### config.mk
export PLATFORM = sky130hd
export DESIGN_NAME = ghtq_front
export DESIGN_NICKNAME = d
export VERILOG_FILES = /design/src/rtl/ghtq_pkg.sv /design/src/rtl/ghtq_front.sv
export SDC_FILE = /design/constraint.sdc
export NUM_CORES = 1
export LEC_CHECK = 0
export BUFFER_PORTS_ARGS = -buffer_cell sky130_fd_sc_hd__buf_2
export CAP_MARGIN = 25
export CORE_AREA = 2 2 251 253
export CTS_CLUSTER_DIAMETER = 120
export DETAILED_ROUTE_END_ITERATION = 12
export DIE_AREA = 0 0 253 255
export PLACE_DENSITY_LB_ADDON = 0.15
export SYNTH_ARGS = -nofsm -noshare
export SYNTH_HDL_FRONTEND = slang
export SYNTH_SLANG_ARGS = --single-unit
### constraint.sdc
create_clock -name clk -period 16.5 [get_ports clk]
set_input_delay 0 -clock clk [delete_from_list [all_inputs] [get_ports clk]]
set_output_delay 0 -clock clk [all_outputs]
set_load 0.03 [all_outputs]
### src/rtl/ghtq_pkg.sv
// Shared types and constants for the ground height triangle query block.
// Used by every module under rtl; depends on nothing else.
package ghtq_pkg;

  localparam int CW      = 24;          // coordinate width
  localparam int DW      = CW + 1;      // vertex difference width
  localparam int REACH_W = 23;          // reach register width
  localparam int YW      = CW + 1;      // window and interpolated height width
  localparam int NW      = 2 * DW + 1;  // normal, determinant and weight width
  localparam int MAG_W   = NW - 1;      // magnitude of a normal or weight
  localparam int SPLIT   = 25;          // low piece width for wide products
  localparam int HI_W    = MAG_W - SPLIT;
  localparam int TRI_W   = HI_W + 2;    // width of three times a piece
  localparam int MW      = 28;          // multiplier operand width
  localparam int PW      = 2 * MW;      // multiplier product width
  localparam int AW      = 106;         // accumulator width
  localparam int SW      = 74;          // weighted height sum width
  localparam int WGW     = NW + 2;      // normalised weight width
  localparam int QW      = CW;          // quotient width
  localparam int RMW     = 76;          // divider remainder width
  localparam int SHIFT_W = 6;
  localparam int STEP_W  = 5;
  localparam logic [STEP_W-1:0] LAST_STEP = 5'd26;
  localparam logic [STEP_W-1:0] DIV_LAST  = 5'd23;

  localparam int ADDR_W      = 3;
  localparam int DATA_W      = 32;
  localparam int REG_IDX_BIT = 2;
  localparam logic REG_UP_REACH   = 1'b0;
  localparam logic REG_DOWN_REACH = 1'b1;

  localparam logic MODE_START    = 1'b0;
  localparam logic MODE_TRIANGLE = 1'b1;

  typedef struct packed {
    logic               mode;
    logic signed [23:0] vertex_a_x;
    logic signed [23:0] vertex_a_y;
    logic signed [23:0] vertex_a_z;
    logic signed [23:0] vertex_b_x;
    logic signed [23:0] vertex_b_y;
    logic signed [23:0] vertex_b_z;
    logic signed [23:0] vertex_c_x;
    logic signed [23:0] vertex_c_y;
    logic signed [23:0] vertex_c_z;
    logic               last_item;
  } in_item_t;

  typedef struct packed {
    logic               ground_found;
    logic signed [23:0] ground_height;
  } out_item_t;

  // One classified item as it waits in the queue.
  typedef struct packed {
    logic                 is_tri;
    logic                 last;
    logic signed [CW-1:0] ax;
    logic signed [CW-1:0] ay;
    logic signed [CW-1:0] az;
    logic signed [CW-1:0] by;
    logic signed [CW-1:0] cx;
    logic signed [CW-1:0] cy;
    logic signed [CW-1:0] cz;
    logic signed [DW-1:0] e0x;
    logic signed [DW-1:0] e0y;
    logic signed [DW-1:0] e0z;
    logic signed [DW-1:0] e1x;
    logic signed [DW-1:0] e1y;
    logic signed [DW-1:0] e1z;
    logic signed [DW-1:0] bzc;
    logic signed [DW-1:0] cxb;
    logic signed [DW-1:0] azc;
    logic signed [DW-1:0] axc;
  } entry_t;

  typedef enum logic [3:0] {
    DST_NONE, DST_NX, DST_NY, DST_NZ, DST_D, DST_W0, DST_W1, DST_SLOPE, DST_SUM
  } dest_t;

  typedef struct packed {
    logic               first;
    logic               last;
    logic               sub;
    logic [SHIFT_W-1:0] shift;
    dest_t              dest;
  } step_ctl_t;

  typedef enum logic [2:0] {
    B_IDLE, B_MUL, B_DRAIN, B_DIVSET, B_DIV, B_FINISH, B_EMIT
  } back_state_t;

endpackage

### src/rtl/ghtq_front.sv
// Front part: takes input items, classifies them and forms vertex differences.
// Depends on ghtq_pkg.
module ghtq_front (
  input  logic               clk,
  input  logic               rst,
  input  logic               item_valid,
  output logic               item_ready,
  input  ghtq_pkg::in_item_t item,
  output logic               push_valid,
  input  logic               push_ready,
  output ghtq_pkg::entry_t   push_entry
);
  import ghtq_pkg::*;

  logic   full;
  entry_t ent;
  entry_t ent_next;

  function automatic logic signed [DW-1:0] diff(input logic signed [CW-1:0] p,
                                                input logic signed [CW-1:0] q);
    return DW'(p) - DW'(q);
  endfunction

  always_comb begin
    ent_next.is_tri = (item.mode == MODE_TRIANGLE);
    ent_next.last   = item.last_item;
    ent_next.ax     = item.vertex_a_x;
    ent_next.ay     = item.vertex_a_y;
    ent_next.az     = item.vertex_a_z;
    ent_next.by     = item.vertex_b_y;
    ent_next.cx     = item.vertex_c_x;
    ent_next.cy     = item.vertex_c_y;
    ent_next.cz     = item.vertex_c_z;
    ent_next.e0x    = diff(item.vertex_b_x, item.vertex_a_x);
    ent_next.e0y    = diff(item.vertex_b_y, item.vertex_a_y);
    ent_next.e0z    = diff(item.vertex_b_z, item.vertex_a_z);
    ent_next.e1x    = diff(item.vertex_c_x, item.vertex_a_x);
    ent_next.e1y    = diff(item.vertex_c_y, item.vertex_a_y);
    ent_next.e1z    = diff(item.vertex_c_z, item.vertex_a_z);
    ent_next.bzc    = diff(item.vertex_b_z, item.vertex_c_z);
    ent_next.cxb    = diff(item.vertex_c_x, item.vertex_b_x);
    ent_next.azc    = diff(item.vertex_a_z, item.vertex_c_z);
    ent_next.axc    = diff(item.vertex_a_x, item.vertex_c_x);
  end

  assign item_ready = !full || push_ready;
  assign push_valid = full;
  assign push_entry = ent;

  always_ff @(posedge clk) begin
    if (rst) begin
      full <= 1'b0;
    end else if (item_valid && item_ready) begin
      full <= 1'b1;
    end else if (push_ready) begin
      full <= 1'b0;
    end
  end

  always_ff @(posedge clk) begin
    if (item_valid && item_ready) begin
      ent <= ent_next;
    end
  end

endmodule

# Yosys cells after proc, flatten, opt, wreduce, memory -nomap -nowiden
# Cells that the tools add are included.
# totals
out_inout_bits	422
romBits	0
ramBits	0
reg_bits	421
latchBits	0
n_memories	0
inputBits	222
wordCells	36
# classes
bitwise	0
magnitude_cmp	0
reduce_logical	4
n_shift	0
multipliers	0
n_addsub	10
n_eq_ne	0
div_mod_pow	0
n_mux	2
# ops
op	count
subtractor 24 x 24 -> 25 bit	10
two-way mux 1 bit	2
nonzero test 2 bit	1
logical AND 1 bit	1
logical NOT 1 bit	1
logical OR 1 bit	1

# Logic depth before layout (Yosys ltp)
# logic_depth
ltp_word	4
depth_mapped	12
ltp_nobuf	12

# Least setup slack after synthesis
# Ideal clock, no wire load.
# synth_timing
path_kind	register to register
start	register full, in the netlist push_valid
end	register ent (netlist bit push_entry[100]), enable pin
period_less_slack_ns	11.052
t_required_ns	15.667
stages_incl_launch_ff	3
path_slack_ns	5.448
setup_ns	0.833
arrival_ns	10.219
path_buffers	0
path_cell_list	dfxtp_1 -> nand2b_1 -> and2_1
# synth_between
elab_chain_len	3
# synth_lines
element	line_no	rtl
start, declared	ghtq_front.sv:15	logic full;
start signal, assigned	ghtq_front.sv:52	full <= 1'b0;
start signal, assigned	ghtq_front.sv:54	full <= 1'b1;
start signal, assigned	ghtq_front.sv:56	full <= 1'b0;
logical NOT 1 bit	ghtq_front.sv:46	assign item_ready = !full || push_ready;
logical OR 1 bit	ghtq_front.sv:46	
via item_ready	ghtq_front.sv:7	output logic item_ready,
logical AND 1 bit	ghtq_front.sv:61	if (item_valid && item_ready) begin
end signal, assigned	ghtq_front.sv:62	ent <= ent_next;
end, declared	ghtq_front.sv:16	entry_t ent;
# The timed path passes the listed nets, and every way through them passes these cells.
# A chain may end at the register's enable or synchronous reset.

==> results.cfg <==
[detailed_routing]
drt-wirelength-per-cell_um = 21.0
drc_errors = 0
dr.pass1.iters = 7
wirelength_mm = 81.2
drt_iter0_markers = 1155
post_drt_via_cell_ratio = 5.17
vias = 20000
ant_nets = 0

[yosys]
ys_seq_area_share_pct = 51.1
ys_types = 72
syn_area_mm2 = 0.0246
avgSynthCellArea_um2 = 11.3
synth_mux_area_share_pct = 0.331
synth_seq_cells = 419
yosys.area_share.adder_pct = 13.0
synth_xor_area_share_pct = 6.98
synth-main-ff-cell = edfxtp_1
yosys.area_share.simple_pct = 8.85
ys_warn_count = 0
synth_cells = 2174
synth_area_leaders = edfxtp_1 (51%), ha_1 (12%), xnor2_1 (4.6%)
yosys.area.top_type_share_pct = 51.0
synth_top_family_by_area = compound AO/OA/AOI/OAI gates
synthArstFlopShare_pct = 0
synth_edf_count = 418
synth_top_cell_by_area = edfxtp_1
synth_compound_area_share_pct = 15.7
syn-num-nets = 2646

[global_route]
antenna_found_initial = 0
grt_usage_pct = 24.1
grt_pass1_vias = 19900
grt_max_degree = 157
grt_overflow = 0
grt_pass1_wl_mm = 118

[timing]
hold_viol = 0
period_needed_ps = 3380
drv_slew = 0
max_slew_margin_pct = 38.4
fin_skew_ps = 22.9
fmax_ghz = 0.296
finalSetupTns_ps = 0
setup_viol = 0
fin_hold_ws_ps = 38.9
rsz0062_at_grt = no
period_share_pct = 20.5
worst_pin_slew_ps = 925

[clocking]
tritoncts = done
clk_pin_slew_ps = 60
clock-root-buffer = clkbuf_16
worstSkewPairLatency_ps = 590
cts_resized = 0
clockBufferDepth = 3
cts.sinks = 419
ctsHtreeMaxLevel = 2
numCtsBuffers = 49

[floorplanning]
ioPinCount = 644
die_area_mm2 = 0.0645
die_h_um = 255
core-area_mm2 = 0.0622
num_rows = 92
die_w_um = 253
initial_utilization_pct = 39.6

[job]
cap_violations = 0

[setup_path]
crit_fanout = 4
critPathKind = in2reg
cp-end-kind = register
critPathArrivalTime_ps = 3710
start_kind = input port
critPathRequiredTime_ps = 16830

[final_layout]
final_common_cell = buf_2
nets = 3508
antennaDiodeCount = 0
final_cell_mix = buf_2 (643), edfxtp_1 (418), ha_1 (240), dlygate4sd3_1 (213), inv_1 (207)
drive_above_1_share_pct = 24.4
syn_to_final_growth_pct = 31.6
stdcell_count = 3873

[power_and_ir_drop]
total_power_uw = 3370
p_leak_uw = 0.0146
ir_worst_vdd_v = 0.0000781
power_density_mw_per_mm2 = 104

[placed_design]
portBuffers = 643
gp_congestion = 0.911
dpl.hpwl_mm = 64.2
placed_cells = 3571

[run_status]
outcome = finished, final reports clean

[hold_path]
hp-class = in2reg
[power breakdown]
group | total [uW] | switching (uW) | leakage [uW] | internal [uW]
clock | 1060 | 453 | 0.000743 | 605
sequential | 1350 | 29.8 | 0.00405 | 1320
combinational | 964 | 637 | 0.00976 | 327
total | 3370 | 1120 | 0.0146 | 2250
[worst max-delay path, stage by stage]
cell,delay (ps)
dlygate4sd3_1,540
buf_2,170
inv_1,80
ha_1,330
o211ai_1,190
a21oi_1,90
o21ai_0,700
a21oi_1,290
o21ai_1,270
a31oi_1,130
o21a_1,190
nor2_1,110
xnor2_1,70
dlygate4sd3_1,550
[cells in the mapped netlist, drive strengths merged (3+ instances only)]
library cell,n
edfxtp,418
ha,240
inv,208
a21oi,200
xnor2,128
o21ai,124
a21o,114
nor2,112
nand2,104
xor2,68
clkbuf,41
nor2b,39
nor3,39
nand3,33
o21a,31
nand2b,30
nand4,24
a31oi,19
o21bai,18
a211oi,17
a21boi,17
o211ai,14
and3,12
fa,10
or2,10
or3,10
a221oi,9
and2,7
buf,7
mux2i,7
o221ai,7
o31ai,6
nor3b,5
nand3b,4
a211o,3
a221o,3
and4,3
nand4b,3
o41ai,3
[stage by stage]
| step | util (%) | area [um^2] | worst slack (ps) |
|---|---|---|---|
| 2_1_floorplan | - | 24600 | 5450 |
| 5_1_grt | 52.0 | 32300 | 12990 |
| 3_3_place_gp | 46.1 | 28700 | 13450 |
| 3_5_place_dp | 46.1 | 28700 | 13410 |
| 4_1_cts | 52.0 | 32300 | 13090 |
| 6_report | 52.0 | 32300 | 13120 |
[flip-flops by register name, indices dropped and copies added, names as in the netlist]
register	flops
push_entry	418
push_valid	1
[cell families after synthesis]
logic type | count (synthesis)
mux | 8
buf+inv | 256
xor+xnor | 196
compound gates | 604
flops | 419
fa+ha+maj | 250
simple gates | 441
[worst paths after layout]
check                  start               to  slack (ps)  cells past startpoint
setup / recovery   item[195]  push_entry[248]       13120                     14
hold / removal      item[74]   push_entry[76]          40                      4
setup reg to reg  push_valid  push_entry[296]       14030                      3
hold reg to reg   push_valid       push_valid        1070                      3
[what timing repair did]
action | CTS | global route
endpoints found under the hold margin | 286 | 0
buffers inserted | 0 | 0
hold buffers | 213 | 0
[routing by layer]
layer / vias to the layer above / share of wire (%) / global-route usage (%)
met5: - / 0 / 0
met4: 0 / 3.5 / 8.64
met3: 122 / 6.8 / 5.58
met2: 716 / 49 / 42.6
met1: 9545 / 40 / 28.6
li1: 9641 / - / -
[cell type report]
class,instances,area [um^2]
Clock buffer,60,1340
Clock inverter,29,210
Fill cell,5603,29800
Inverter,208,781
Multi-Input combinational cell,1499,11000
Sequential cell,419,12600
Tap cell,799,1000
Timing Repair Buffer,859,5400
(Power assumes the default switching activity.)
