==> config.mk <==
export PLATFORM = sky130hd
export DESIGN_NAME = ghtq_fifo
export DESIGN_NICKNAME = d
export VERILOG_FILES = /design/src/rtl/ghtq_pkg.sv /design/src/rtl/ghtq_fifo.sv
export SDC_FILE = /design/constraint.sdc
export NUM_CORES = 1
export LEC_CHECK = 0
export ABC_CLOCK_PERIOD_IN_PS = 18500
export BUFFER_PORTS_ARGS = -buffer_cell sky130_fd_sc_hd__buf_2
export CAP_MARGIN = 20
export CELL_PAD_IN_SITES_DETAIL_PLACEMENT = 1
export CELL_PAD_IN_SITES_GLOBAL_PLACEMENT = 1
export CORE_AREA = 2 2 325 327
export CTS_CLUSTER_SIZE = 12
export DETAILED_ROUTE_END_ITERATION = 10
export DIE_AREA = 0 0 327 329
export PLACE_DENSITY = 0.58
export SYNTH_ARGS = -nofsm -noshare
export SYNTH_HDL_FRONTEND = slang
export SYNTH_SLANG_ARGS = --single-unit
export TNS_END_PERCENT = 1
==> constraint.sdc <==
create_clock -name clk -period 18.5 [get_ports clk]
set_clock_uncertainty 0.05 [all_clocks]
set_input_delay 4.625 -clock clk [delete_from_list [all_inputs] [get_ports clk]]
set_output_delay 4.625 -clock clk [all_outputs]
set_load 0.01 [all_outputs]
==> src/rtl/ghtq_pkg.sv <==
// Shared types and constants for the ground height triangle query block.
// Used by every module under rtl; depends on nothing else.
package ghtq_pkg;

  localparam int CW      = 24;          // coordinate width
  localparam int DW      = CW + 1;      // vertex difference width
  localparam int REACH_W = 23;          // reach register width
  localparam int YW      = CW + 1;      // window and interpolated height width
  localparam int NW      = 2 * DW + 1;  // normal, determinant and weight width
  localparam int MAG_W   = NW - 1;      // magnitude of a normal or weight
  localparam int SPLIT   = 25;          // low piece width for wide products
  localparam int HI_W    = MAG_W - SPLIT;
  localparam int TRI_W   = HI_W + 2;    // width of three times a piece
  localparam int MW      = 28;          // multiplier operand width
  localparam int PW      = 2 * MW;      // multiplier product width
  localparam int AW      = 106;         // accumulator width
  localparam int SW      = 74;          // weighted height sum width
  localparam int WGW     = NW + 2;      // normalised weight width
  localparam int QW      = CW;          // quotient width
  localparam int RMW     = 76;          // divider remainder width
  localparam int SHIFT_W = 6;
  localparam int STEP_W  = 5;
  localparam logic [STEP_W-1:0] LAST_STEP = 5'd26;
  localparam logic [STEP_W-1:0] DIV_LAST  = 5'd23;

  localparam int ADDR_W      = 3;
  localparam int DATA_W      = 32;
  localparam int REG_IDX_BIT = 2;
  localparam logic REG_UP_REACH   = 1'b0;
  localparam logic REG_DOWN_REACH = 1'b1;

  localparam logic MODE_START    = 1'b0;
  localparam logic MODE_TRIANGLE = 1'b1;

  typedef struct packed {
    logic               mode;
    logic signed [23:0] vertex_a_x;
    logic signed [23:0] vertex_a_y;
    logic signed [23:0] vertex_a_z;
    logic signed [23:0] vertex_b_x;
    logic signed [23:0] vertex_b_y;
    logic signed [23:0] vertex_b_z;
    logic signed [23:0] vertex_c_x;
    logic signed [23:0] vertex_c_y;
    logic signed [23:0] vertex_c_z;
    logic               last_item;
  } in_item_t;

  typedef struct packed {
    logic               ground_found;
    logic signed [23:0] ground_height;
  } out_item_t;

  // One classified item as it waits in the queue.
  typedef struct packed {
    logic                 is_tri;
    logic                 last;
    logic signed [CW-1:0] ax;
    logic signed [CW-1:0] ay;
    logic signed [CW-1:0] az;
    logic signed [CW-1:0] by;
    logic signed [CW-1:0] cx;
    logic signed [CW-1:0] cy;
    logic signed [CW-1:0] cz;
    logic signed [DW-1:0] e0x;
    logic signed [DW-1:0] e0y;
    logic signed [DW-1:0] e0z;
    logic signed [DW-1:0] e1x;
    logic signed [DW-1:0] e1y;
    logic signed [DW-1:0] e1z;
    logic signed [DW-1:0] bzc;
    logic signed [DW-1:0] cxb;
    logic signed [DW-1:0] azc;
    logic signed [DW-1:0] axc;
  } entry_t;

  typedef enum logic [3:0] {
    DST_NONE, DST_NX, DST_NY, DST_NZ, DST_D, DST_W0, DST_W1, DST_SLOPE, DST_SUM
  } dest_t;

  typedef struct packed {
    logic               first;
    logic               last;
    logic               sub;
    logic [SHIFT_W-1:0] shift;
    dest_t              dest;
  } step_ctl_t;

  typedef enum logic [2:0] {
    B_IDLE, B_MUL, B_DRAIN, B_DIVSET, B_DIV, B_FINISH, B_EMIT
  } back_state_t;

endpackage

==> src/rtl/ghtq_fifo.sv <==
// Short queue of classified items between the front and back parts.
// Depends on ghtq_pkg.
module ghtq_fifo #(
  parameter int DEPTH = 2
) (
  input  logic             clk,
  input  logic             rst,
  input  logic             push_valid,
  output logic             push_ready,
  input  ghtq_pkg::entry_t push_entry,
  output logic             pop_valid,
  input  logic             pop_ready,
  output ghtq_pkg::entry_t pop_entry
);
  import ghtq_pkg::*;

  localparam int PTR_W = $clog2(DEPTH);
  localparam int CNT_W = $clog2(DEPTH + 1);

  entry_t           mem [DEPTH];
  logic [PTR_W-1:0] wr_ptr;
  logic [PTR_W-1:0] rd_ptr;
  logic [CNT_W-1:0] count;
  logic             do_push;
  logic             do_pop;

  assign push_ready = (count != CNT_W'(DEPTH));
  assign pop_valid  = (count != '0);
  assign pop_entry  = mem[rd_ptr];
  assign do_push    = push_valid && push_ready;
  assign do_pop     = pop_valid && pop_ready;

  always_ff @(posedge clk) begin
    if (rst) begin
      wr_ptr <= '0;
      rd_ptr <= '0;
      count  <= '0;
    end else begin
      if (do_push) begin
        wr_ptr <= (wr_ptr == PTR_W'(DEPTH - 1)) ? '0 : wr_ptr + 1'b1;
      end
      if (do_pop) begin
        rd_ptr <= (rd_ptr == PTR_W'(DEPTH - 1)) ? '0 : rd_ptr + 1'b1;
      end
      if (do_push && !do_pop) begin
        count <= count + 1'b1;
      end else if (do_pop && !do_push) begin
        count <= count - 1'b1;
      end
    end
  end

  always_ff @(posedge clk) begin
    if (do_push) begin
      mem[wr_ptr] <= push_entry;
    end
  end

endmodule

### After elaboration in Yosys (flattened, before gate mapping)

Memories as Yosys holds them, arrays and structs flattened. A register that Yosys moved wholly into a read port is not among the register bits.
Index checks and enable logic that the tools add are counted.

| cells by class | value |
|---|---|
| $add $sub $neg | 4 |
| equal/unequal tests | 1 |
| multiplexer cells | 8 |
| reductions and logical operators | 8 |

Operators with widths:

| cell | number |
|---|---|
| 1-bit two-way mux | 6 |
| 1-bit logical AND | 4 |
| 2-bit two-way mux | 2 |
| 2-bit nonzero test | 2 |
| 1-bit adder (second input constant) | 2 |
| 2-bit by 1-bit adder with 2-bit output (second input constant) | 1 |
| 1-bit logical NOT | 2 |
| 2-bit inequality test (second input constant) | 1 |
| 2-bit by 1-bit subtractor with 2-bit output (second input constant) | 1 |

| storage, ports and cells | value |
|---|---|
| bits in registers | 4 |
| memory bits (writable) | 840 |
| bits of input ports | 424 |
| memories | 1 |
| word-level logic and storage cells | 25 |
| output and inout port bits | 422 |

Memory list:

| name | words | bits a word | rd ports | clocked after memory_dff | wr ports | line | source |
|---|---|---|---|---|---|---|---|
| mem | 2 | 420 | 1 | 1 | 1 | ghtq_fifo.sv:20 | `entry_t mem [DEPTH];` |

### Depth between registers and ports, before layout

| logic depth | value |
|---|---|
| depth after elaboration | 6 |
| gate-level depth with buffers | 6 |
| depth with buffers taken out | 6 |

### Worst setup path after synthesis

OpenSTA, ideal clock, no wires.

| timing | value |
|---|---|
| path kind | input to register |
| start point | input push_valid |
| end point | memory mem[1][0] (netlist bit) (enable) |
| library setup time | 840 ps |
| cell stages on the path | 1 |
| data arrival time | 14201 ps |
| data required time | 17610 ps |
| path slack | 3408 ps |
| path buffers | 0 |
| path through | and3_1 |

| between the ends | value |
|---|---|
| longest elaborated chain between the ends | 3 |

Ends and longest elaborated chain:

| item | line | source |
|---|---|---|
| from (decl) | ghtq_fifo.sv:8 | `input logic push_valid,` |
| 1-bit logical AND | ghtq_fifo.sv:30 | `assign do_push = push_valid && push_ready;` |
| 1-bit two-way mux | ghtq_fifo.sv:54 | `if (do_push) begin` |
| 1-bit two-way mux (not written as such) | ghtq_fifo.sv:55 | `mem[wr_ptr] <= push_entry;` |
| to (decl) | ghtq_fifo.sv:20 |  |

No other way between the ends.

==> reports/qor.yml <==
detailed_routing:
  drt-pass1-iter-count: 6
  ant_nets: 0
  via_count: 16000
  drc: 0
  drt-total-wl_um: 82500
  via_per_inst: 4.30
  drt_iter0_drc: 758
  wire_per_inst_um: 22.2
place:
  place_congestion: 0.821
  portBuffers: 845
  dp.final_hpwl_um: 57800
  dp_slack_ns: 9.64
critical_path:
  reg2reg_depth: 5
  cp-end-kind: "primary output"
  crit_path_max_incr_delay_ns: 0.92
  arrival_ns: 3.89
  reg2reg_slack_ns: 14.27
  startpoint_type: "flop"
  crit_chain: "buf_12 -> buf_4 -> mux2_4 -> buf_2"
  path_max_fanout: 122
  crit_type: "reg -> out"
  r2r_start: "count[0]"
  slowest_stage: "buf_4"
  cp.required_ns: 13.83
  r2r-end: "mem[1][32]"
min_path:
  hold_path_class: "reg -> reg"
  whs_endpoint: "count[1]"
  holdPathStages: 2
  hold_start: "count[1]"
global_routing:
  grt_usage: 0.146
  grt_max_degree: 157
  overflow: 0
  grt_pass1_vias: 17300
  grt_pass1_wl_um: 114000
  grt_antenna_before_repair: 27
synth:
  yosysSeqAreaShare: 0.777
  yosys.cell_count.top_type: "edfxtp_1"
  synth_nets: 1756
  avgSynthCellArea_um2: 24.5
  synth_top_flop_cell: "edfxtp_1"
  syn_inst: 1331
  yosysTopAreaCell: "edfxtp_1"
  async_flop_share: 0
  synthTopCellsByArea: "edfxtp_1 77%, mux2_4 18%, buf_12 2.7%"
  yosys-top-cells-count: "840 x edfxtp_1, 400 x mux2_4, 44 x buf_12"
  ys_warn_count: 0
  synth-edff-count: 840
  synth.distinct_cells: 20
  ys_ff_latch: 845
  yosys.area.top_type_share: 0.774
  netlist_area_mm2: 0.0326
floorplan:
  core.rowCount: 119
  start_util: 0.312
  die_x_um: 327
  die_area_mm2: 0.108
  die_h_um: 329
  fp.coreArea_mm2: 0.104
  io_pins: 846
cts:
  clk_path_buf_depth: 3
  ctsHoldBuffers: 0
  root_buffer: "clkbuf_16"
  htree_levels: 3
  clk_latency_ns: 0.64
  clkTransAtPathRegs_ns: 0.05
  postCtsSetupRepairBufs: 0
  cts_tree: "built"
  cts_buffers: 93
  cts_sinks: 845
  cts_resized: 0
power_and_ir_drop:
  swShare: 0.279
  intPower_mw: 4.08
  p_switching_mw: 1.58
  cellLeakagePower_nw: 15.7
  power_density_mw_per_mm2: 139
  p_seq_frac: 0.435
  p_clk_frac: 0.299
  pwr-share-comb: 0.266
  peakVddDrop_v: 0.000129
timing:
  setup_violations: 0
  finalMaxSlewViolations: 0
  rsz0062_at_grt: "false"
  setup_ws_ns: 9.94
  fmax_mhz: 117
  min_period_over_period: 0.463
  fin_setup_tns_ns: 0
  fin_crit_ns: 8.56
  tightest_slew_ns: 1.30
  final-hold-violation-count: 0
  relSlewSlack: 0.132
layout:
  post-route-util: 0.390
  drive_gt1_frac: 0.610
  syn_to_final_growth_pct: 24.9
  fin_nets: 2664
flow_run:
  cap_violations: 0
run_status:
  status: "finished, final reports clean"
[power by group through the flow]
stage / registers, mW / clock network (mW) / logic, mW
6_report: 2.46 / 1.69 / 1.51
2_1_floorplan: 2.59 / 0 / 1.09
3_5_place_dp: 2.51 / 0 / 1.53
3_3_place_gp: 2.49 / 0 / 1.52
5_1_grt: 2.49 / 1.82 / 1.60
4_1_cts: 2.47 / 1.75 / 1.53
[state kept, by name, summed over array words and instances (netlist names), named ones only]
name,cells
mem,840
count,2
rd_ptr,1
wr_ptr,1
[worst max path at each step]
stage	slack [ns]	startpoint	cells after the start	end
after CTS	9.91	flop	4	pop_entry[58]
after floorplan	3.41	push_valid	1	mem[1][0]
after detailed placement	9.64	push_valid	5	mem[1][167]
after global routing	9.73	flop	4	pop_entry[237]
after global placement	9.73	push_valid	5	mem[1][163]
final	9.94	flop	4	pop_entry[299]
[layout make-up]
| class | instances | area [µm²] |
|---|---|---|
| tap | 1391 | 1740 |
| clock buffer | 116 | 2430 |
| antenna | 17 | 42.5 |
| sequential | 845 | 25300 |
| timing repair buffer | 860 | 4450 |
| clock inverter | 53 | 322 |
| multi-input combinational | 438 | 6350 |
| inverter | 1 | 11.3 |
| fill | 10400 | 63700 |
[metrics by stage]
| step | total power, mW | hold WS, ns | std cells | area (µm²) |
|---|---|---|---|---|
| 6_report | 5.66 | 0.498 | 3721 | 40700 |
| 3_3_place_gp | 4.01 | 0.439 | 3532 | 37800 |
| 2_1_floorplan | 3.67 | 0.421 | 1331 | 32600 |
| 4_1_cts | 5.76 | 0.512 | 3701 | 40600 |
| 3_5_place_dp | 4.04 | 0.491 | 3532 | 37800 |
| 5_1_grt | 5.90 | 0.536 | 3721 | 40700 |
[critical path, delay by kind of cell (launching register included)]
family	cells	cell delay, ns
DFF	1	0.76
muxes	1	0.36
buffers and inverters	3	1.80
[logic make-up after synthesis]
| kind of cell | after synthesis | synth area share |
|---|---|---|
| fa+ha+maj | 1 | 0.000384 |
| xor+xnor | 3 | 0.000807 |
| simple gates | 9 | 0.00154 |
| flops | 845 | 0.777 |
| compound gates | 5 | 0.000922 |
| buf+inv | 48 | 0.0278 |
| mux | 420 | 0.191 |
[cell usage in the layout, fill, tap and decap left out, types with 2 or more instances in the layout]
cell type	n
xor2_1	3
diode_2	17
bufinv_16	2
clkinv_2	22
buf_2	845
a21oi_1	2
buf_16	3
clkbuf_16	94
buf_4	8
dfxtp_1	4
inv_6	5
clkinv_1	22
edfxtp_1	840
clkbuf_1	22
o21ai_0	2
mux2_4	400
buf_12	4
nor2_1	3
mux2_2	20
[per-layer routing]
layer | GRT usage | share of wire | vias up | wire length [µm]
li1 | - | - | 7185 | -
met4 | 0.0701 | 0.037 | 16 | 3040
met1 | 0.148 | 0.34 | 8084 | 28300
met3 | 0.0511 | 0.076 | 163 | 6270
met5 | 0 | 0.0012 | - | 96
met2 | 0.265 | 0.54 | 544 | 44800
Power figures use the tool's default switching activity.
